### config.mk
export PLATFORM = sky130hd
export DESIGN_NAME = qbr_sqrt_cell
export DESIGN_NICKNAME = d
export VERILOG_FILES = /design/src/rtl/qbr_sqrt_cell.sv
export SDC_FILE = /design/constraint.sdc
export NUM_CORES = 1
export LEC_CHECK = 0
export ABC_AREA = 1
export BUFFER_PORTS_ARGS = -buffer_cell sky130_fd_sc_hd__buf_4
export CAP_MARGIN = 20
export CORE_UTILIZATION = 54
export CTS_BUF_LIST = sky130_fd_sc_hd__clkbuf_16
export DETAILED_ROUTE_END_ITERATION = 10
export GPL_ROUTABILITY_DRIVEN = 0
export PLACE_DENSITY = 0.94
export RECOVER_POWER = 25
export SLEW_MARGIN = 40
export SYNTH_ARGS = -nofsm -noshare
export SYNTH_HDL_FRONTEND = slang
export SYNTH_SLANG_ARGS = --single-unit
### constraint.sdc
create_clock -name clk -period 5.4 [get_ports clk]
set_input_delay 0.81 -clock clk [delete_from_list [all_inputs] [get_ports clk]]
set_output_delay 0.81 -clock clk [all_outputs]
set_load 0.01 [all_outputs]
### src/rtl/qbr_sqrt_cell.sv
// One step of a restoring square root: consumes two radicand bits, yields one root bit.
`default_nettype none

module qbr_sqrt_cell #(
  parameter int NW = 66
) (
  input  logic            clk,
  input  logic            en,
  input  logic [NW-1:0]   n_in,
  input  logic [NW/2:0]   rem_in,
  input  logic [NW/2-1:0] root_in,
  output logic [NW-1:0]   n_out,
  output logic [NW/2:0]   rem_out,
  output logic [NW/2-1:0] root_out
);

  localparam int RW = NW / 2;

  logic [RW+2:0] rem_sh;
  logic [RW+2:0] trial;
  logic [RW+2:0] diff;
  logic          ge;

  always_comb begin
    rem_sh = {rem_in, n_in[NW-1 -: 2]};
    trial  = {1'b0, root_in, 2'b01};
    diff   = rem_sh - trial;
    ge     = rem_sh >= trial;
  end

  always_ff @(posedge clk) begin
    if (en) begin
      n_out    <= {n_in[NW-3:0], 2'b00};
      rem_out  <= ge ? diff[RW:0] : rem_sh[RW:0];
      root_out <= {root_in[RW-2:0], ge};
    end
  end

endmodule

`default_nettype wire

## Word level (Yosys, flattened, before mapping)

Index checks and enable logic that the tools add are counted.

| operators by class | value |
|---|---|
| add/subtract/negate cells | 1 |
| $lt $le $gt $ge | 1 |
| mux-type cells | 1 |

Operators with widths:

| cell | number |
|---|---|
| $ge 36x35->1 | 1 |
| $mux 34 | 1 |
| $sub 34x34->34 | 1 |

| word-level totals | value |
|---|---|
| bits in registers | 131 |
| bits of input ports | 135 |
| output and inout bits | 133 |
| logic and storage cells | 6 |

## Logic depth before layout (Yosys ltp)

Gate-level depths: netlist of the first run.

| depth | value |
|---|---|
| depth in word-level cells | 2 |
| gate-level depth with buffers | 16 |
| gate-level depth less buffers | 15 |

## Worst setup path after synthesis of the first run

Ideal clock, no wire load.

| path | value |
|---|---|
| kind | input -> register |
| start | input port root_in[8] |
| end | register rem_out[29], data pin |
| setup time | 0.253 ns |
| data arrival time | 2.165 ns |
| data required time | 5.147 ns |
| setup slack | 2.982 ns |
| cell stages on the path | 14 |
| path buffers | 1 |
| path through | inv_1 > ha_1 > nand2_2 > nor2_2 > nand3_1 > nand3_2 > nand2_1 > nand2_2 > nand2_4 > nand2_8 > inv_8 > buf_12 > nand2_1 > nand2_1 |

| on the way | value |
|---|---|
| longest elaborated chain between the ends | 2 |
| elaborated cells on any way between the ends | 3 |
| classes of those cells | add/sub (1); order compare (1); mux (1) |

Ends and longest elaborated chain:

| item | line | source |
|---|---|---|
| start: declaration | 11 | `input logic [NW/2-1:0] root_in,` |
| $sub 34x34->34 / $ge 36x35->1 (equally long branches) | 27, 28 |  |
| $mux 34 (*) | 34 | `rem_out <= ge ? diff[RW:0] : rem_sh[RW:0];` |
| end signal: assignment | 34 |  |
| end: declaration | 13 | `output logic [NW/2:0] rem_out,` |

Every way passes the cells marked *; elsewhere a longest branch is shown, timed or not.
A chain may end at the register's enable or synchronous reset.

## Worst setup path after layout of the first run

| path | value |
|---|---|
| start | input port root_in[16] |
| end | register rem_out[7], data pin |

| on the way | value |
|---|---|
| longest elaborated chain between the ends | 2 |

Ends and longest elaborated chain:

| item | line | source |
|---|---|---|
| $ge 36x35->1 | 28 | `ge = rem_sh >= trial;` |
| $mux 34 | 34 |  |

Every way passes these cells.

==> summary.txt, run 1 <==
Outcome
  – Outcome: finished clean

Global routing
  – Vias in the first global route: between 6000 and 7000
  – Overflow after GRT: 0
  – Largest net degree at the start of global routing: 58
  – GRT Util Overall: between 30% and 40%
  – Initial antenna violation count: 0
  – First-pass GRT wire length: about 31000 um

Critical path
  – Crit path max fanout: 37
  – Worst path required time: around 5.7 ns
  – Arrival @ worst endpoint: 2.86 ns
  – Crit Path Class: input pin to flop
  – CP Launch Type: input pin
  – Crit end category: flop

Floorplan
  – Num ports: around 270
  – Die Y: about 120 um
  – Starting density of the core: a little under three fifths
  – Die width: about 120 um
  – Area of the die: roughly 14000 um2
  – Core ar.: 12800 um2
  – FP Rows: between 40 and 50

Yosys
  – Yosys reg bits: roughly 130
  – Synth Flop Type: edfxtp_1
  – Mapped cell area: between 7000 and 8000 um2
  – Synth async-reset ratio: 0%
  – Unique masters post-synth: 32
  – Post-Syn Area per Cell: 9.14 um2
  – Seq/Total Area, Yosys: a little under three fifths
  – Post-synth EDFFs: around 130
  – Yosys warns: 0
  – Cell count after synthesis: between 700 and 800

STA
  – Final period util: 47.4%
  – Setup TNS: 0 ns
  – RSZ-0062 raised after global routing: no
  – FMAX: between 300 and 400 MHz
  – Fin crit period: 2.56 ns
  – Worst Tran Pin Value: roughly 1.2 ns
  – Max Slew Vio Count: 0
  – Normalized max-slew margin: 22.3%
  – Final setup fails: 0
  – Fin. Hold Viols: 0

Routing
  – Final ANT Viol Nets: 0
  – DR vias/cell: 5.12
  – Drt pass-1 iters: 6
  – Post-Route WL: around 21000 um
  – Vias: about 6400
  – Drt drc: 0
  – Starting DRC count in detailed routing: 673
  – Avg WL per Cell: 16.7 um

Power
  – Power per Cell Area: about 310 nW/um2
  – Peak VDD IR: around 0.22 mV
  – PnR Total Power: 3.04 mW
  – Share of power burned in registers: between 40% and 50%
  – Pint: approximately 2.2 mW
  – Clock Power Share: between 30% and 40%
  – Comb pwr share: ~22%
  – Net Sw Frac: 28.8%
  – Sw power: 0.877 mW
  – Pleak: between 4 and 5 nW

Clock network
  – Post-cts hold buffer count: 0
  – Clock Tree Root: clkbuf_16
  – Num CTS Buffers: 17
  – Post-CTS Setup Bufs: 0
  – Longest Clk Path Bufs: 2
  – CTS tree: built
  – Clk pin slew, worst setup/hold paths: about 0.06 ns
  – CTS H-Tree Depth: 4
  – CTS Sinks: 131
  – Post_cts resized: 0

Job
  – MaxCap Viol Count: 0

Placement
  – Final HPWL DP: 15300 um
  – Buffers on Ports: ~270

Layout
  – NumNets Final: 1231
  – Most common library cell in the layout ignoring fill and taps: nand2_1
  – # diodes: 0
  – Layout cell share with drive strength beyond 1: between 30% and 40%
  – Most frequent cells in the layout: nand2_1 (262), buf_4 (170), inv_1 (141)
  – Area grow syn2layout: 37.0%
  – Fillers: 857

Worst hold path
  – Worst min-delay path category: input pin to flop
per-layer routing:
metal  track usage [%]  wire length (um)  vias up
met5                 0                 0        -
met4              16.3               961        0
met3              10.0              1880       82
met2              54.2             10600      360
met1              34.4              7310     2885
li1                  -                 -     3053
power groups by stage:
stage | combinational [mW] | sequential, mW | clock, mW
after CTS | 0.673 | 1.28 | 1.11
after global placement | 0.647 | 1.29 | 0
after floorplan | 0.288 | 1.34 | 0
final | 0.674 | 1.28 | 1.09
after detailed placement | 0.665 | 1.29 | 0
after global routing | 0.737 | 1.28 | 1.15
final cells by class:
cell class / instances / area (um2) / share of cell area (%)
clock inverter: 14 / 130 / 1.33
sequential: 131 / 3930 / 40.2
timing repair buffer: 267 / 1970 / 20.1
tap: 172 / 215 / 2.20
multi-input combinational: 502 / 2580 / 26.3
inverter: 142 / 541 / 5.52
clock buffer: 17 / 425 / 4.34
cell usage after synthesis (2+ instances only):
library cell | n | area share (%)
nand3_2 | 2 | 0.28
ha_1 | 35 | 6.1
nor2_2 | 6 | 0.53
edfxtp_1 | 131 | 55
nand4_1 | 6 | 0.53
nor3_1 | 4 | 0.28
xnor2_1 | 3 | 0.37
xor2_1 | 15 | 1.8
buf_4 | 2 | 0.21
a21oi_1 | 24 | 1.7
o21bai_1 | 3 | 0.32
nand3_1 | 35 | 2.5
nand2_2 | 28 | 2.5
nand2_1 | 262 | 14
nor2_1 | 48 | 2.5
and2_1 | 3 | 0.26
o21ai_0 | 12 | 0.84
nand3b_1 | 5 | 0.53
buf_6 | 4 | 0.63
a21oi_2 | 2 | 0.25
nor2_4 | 2 | 0.32
inv_1 | 140 | 7.4
path summary, 6_finish.rpt:
kind | from | endpoint | slack (ns) | cells after the start
max | root_in[16] | rem_out[7]$_DFFE_PP_ | 2.84 | 16
min | n_in[3] | n_out[5]$_DFFE_PP_ | 0.57 | 1
state kept, by name, summed over array words and instances, names as in the netlist:
signal    flops
rem_out      34
root_out     33
n_out        64
cell families (layout without fill, tap and decap cells):
group	count (synthesis)	in the layout	share of synthesized area, %
adders and majority gates	35	35	6.13
buffers and inverters	150	440	8.89
and+or+nand+nor	405	405	24.5
xor gates and xnor gates	18	18	2.21
other	1	2	0.0525
AOI/OAI and AO/OA	42	42	3.15
DFF	131	131	55.1
through the flow:
step                      std cells  worst slack, ns  utilization, %  hold slack (ns)  instance area (um2)
after floorplan                 783             2.98               -            0.909                 7150
after global placement         1214             2.54            72.6            0.988                 9270
after detailed placement       1214             2.51            72.6            0.990                 9270
after CTS                      1245             2.91            77.0            0.546                 9830
after global routing           1245             2.69            76.7            0.558                 9790
final                          1245             2.84            76.7            0.574                 9790
worst max-delay path, cell delays in order:
cell and delay, ns:
clkbuf_1 0.16, inv_1 0.08, ha_1 0.35, nand2_2 0.13, inv_1 0.04, nand2_1 0.06, nand2_1 0.08, inv_1 0.06
nand2_1 0.08, a21oi_2 0.17, nand2_2 0.09, nand2_4 0.09, nand2_8 0.18, inv_8 0.28, nand2_1 0.10, nand2_1 0.08
No activity file was read; power rests on OpenSTA's default activity.
==> run 2: changes to the inputs <==
- CORE_UTILIZATION: 54 -> 50
- PLACE_DENSITY: 0.94 -> 0.88
- clock period: 5.4 -> 2.4 ns (I/O delays scaled with it)
==> run 2 against run 1 <==
The flow now finishes with violations (max-capacitance violations, max-slew violations); largest cell class unchanged; non-clock buffer count grew 22; clock power grew to 2.5 times the previous value; combinational power grew 130%; first-iteration DRC count shrank 24%; sequential share of layout area shrank 1.3 points; hold slack lost 0.44 ns; global-route usage shrank 3.8 points; via count grew 0.34%; highest routed layer unchanged; critical path type unchanged.
==> summary.txt, run 2 (same netlist as run 1, synthesis figures left out) <==
Layout
  – Layout cell share with drive strength beyond 1: 32.8% (+1.8 points)
  – NumNets Final: 1253 (+1.8%)
  – Final Util: 72.6% (-4.1 points)
  – Reg with most FFs: n_out
  – Most common library cell in the layout ignoring fill and taps: nand2_1
  – Most frequent cells in the layout: nand2_1 (262), buf_4 (188), inv_1 (140)
  – # diodes: 0 (unchanged)
  – Final Instance Area: 10100 um2 (+3.3%)
  – Fillers: 992 (+16%)
  – Max reg flops: 64 (unchanged)
  – Area grow syn2layout: 41.5%
  – Biggest regs: n_out: 64 flops, rem_out: 34 flops, root_out: 33 flops

STA
  – Fin. Hold Viols: 0 (unchanged)
  – FMAX: 507 MHz
  – Normalized max-slew margin: -1.98% (-24 points)
  – Worst Tran Pin Value: 1.53 ns (+0.365 ns)
  – Fin Hold WS: 0.133 ns (-0.440 ns)
  – Setup TNS: 0 ns (unchanged)
  – Fin crit period: slightly below 2 ns
  – Final setup fails: 0 (unchanged)
  – Max Slew Vio Count: 26 (+26)
  – Final period util: 82.2%
  – RSZ-0062 raised after global routing: no

Power
  – Peak VDD IR: 0.461 mV (+110%)
  – Power per Cell Area: 712 nW/um2 (+130%)
  – PnR Total Power: 7.20 mW (+140%)
  – Pleak: 5.07 nW (+3.5%)

Critical path
  – Worst path required time: 2.68 ns (-3.02 ns)
  – CP Launch Type: input pin
  – Crit-path slowest cell: ha_1
  – Critical-path cell list: clkbuf_1 -> inv_1 -> ha_1 -> nand2_1 -> nor2_4 -> nand2_2 -> nor2_2 -> nand2_1 -> nand2_1 -> a21oi_2 -> nand2_8 -> inv_8 -> nand2_1 -> nand2_1
  – Arrival @ worst endpoint: 2.25 ns (-0.61 ns)
  – Crit path max fanout: 33 (-11%)
  – Crit Path Class: input pin to flop
  – Most frequent CP cell: nand2_1
  – Worst path max stage delay: 0.33 ns (-0.02 ns)
  – Crit end category: flop

Floorplan
  – FP Rows: 43 (+4.9%)
  – Starting density of the core: 51.3% (-4.7 points)
  – Die Y: 122 um (+3.9%)
  – Area of the die: 14800 um2 (+7.9%)
  – Core ar.: 13900 um2 (+9.1%)
  – Num ports: 268 (unchanged)
  – Die width: 122 um (+3.9%)

Global routing
  – Vias in the first global route: 6199 (+0.76%)
  – First-pass GRT wire length: 30600 um (-2.1%)
  – Initial antenna violation count: 0 (unchanged)
  – Overflow after GRT: 0 (unchanged)
  – GRT Util Overall: 27.4% (-3.8 points)
  – Largest net degree at the start of global routing: 59 (+1.7%)

Routing
  – Vias: 6402 (+0.34%)
  – Avg WL per Cell: 15.4 um (-7.4%)
  – Starting DRC count in detailed routing: 509 (-24%)
  – Drt drc: 0 (unchanged)
  – Drt pass-1 iters: 6 (unchanged)
  – DR vias/cell: 5.02 (-2.1%)
  – Post-Route WL: 19700 um (-5.1%)
  – Final ANT Viol Nets: 0 (unchanged)

Clock network
  – Clock Tree Root: clkbuf_16
  – CTS H-Tree Depth: 4 (unchanged)
  – Post_cts resized: 0 (unchanged)
  – Longest Clk Path Bufs: 2 (unchanged)
  – CTS Sinks: 131 (unchanged)
  – Num CTS Buffers: 17 (unchanged)
  – Clk pin slew, worst setup/hold paths: 0.06 ns (about the same)
  – Post-CTS Setup Bufs: 0 (unchanged)
  – CTS tree: built
  – Post-cts hold buffer count: 0 (unchanged)

Placement
  – Placed cell area: 9500 um2 (+2.4%)
  – Final HPWL DP: 15300 um (-0.14%)
  – Buffers on Ports: 265 (unchanged)

Outcome
  – Failing checks: max-capacitance violations, max-slew violations
  – Outcome: complete, but fails checks

Job
  – MaxCap Viol Count: 1 (+1)

Worst hold path
  – Worst min-delay path category: input pin to flop
run 2: cell types whose count changed in the layout (fill, tap and decap cells not counted), sizes merged:
cell,previous run,this run
inv,148,145
buf,170,192
bufinv,1,4
clkinv,4,5
run 2: cell type report:
cell class / count / area, um2 / share of cell area (%)
clock buffers: 17 / 425 / 4.21
clock inverters: 15 / 205 / 2.03
inverters: 142 / 541 / 5.35
multi-input cells: 502 / 2580 / 25.5
flip-flops and latches: 131 / 3930 / 38.9
well taps: 180 / 225 / 2.23
repair buffers: 289 / 2200 / 21.8
run 2: final timing paths:
path                    start                    end  slack (ns)  cells past startpoint
setup / recovery  root_in[15]  rem_out[19]$_DFFE_PP_        0.43                     14
hold / removal       n_in[32]    n_out[34]$_DFFE_PP_        0.13                      1
run 2: report_power, final:
part	internal (mW)	switching, mW
clock	1.75	1.02
sequential	2.79	0.0697
combinational	0.706	0.861
run 2: routing by layer:
| metal | track usage, % | vias up | share of wire (%) |
|---|---|---|---|
| li1 | - | 3093 | - |
| met2 | 48.8 | 320 | 51 |
| met5 | 0 | - | 0 |
| met1 | 30.0 | 2918 | 36 |
| met3 | 6.74 | 71 | 7.8 |
| met4 | 14.7 | 0 | 4.6 |
run 2: critical path: cells and delay by family:
kind	cells	cell delay, ns
buffers and inverters	3	0.43
AND/OR/NAND/NOR	9	0.85
AO/OA/AOI/OAI	1	0.25
adder cells (fa/ha/maj)	1	0.33
run 2: metrics by stage:
stage / worst slack (ns) / std cells
4_1_cts: 0.476 / 1276
2_1_floorplan: 0.432 / 783
6_report: 0.427 / 1276
3_3_place_gp: 0.0922 / 1244
3_5_place_dp: 0.0626 / 1244
5_1_grt: 0.236 / 1276
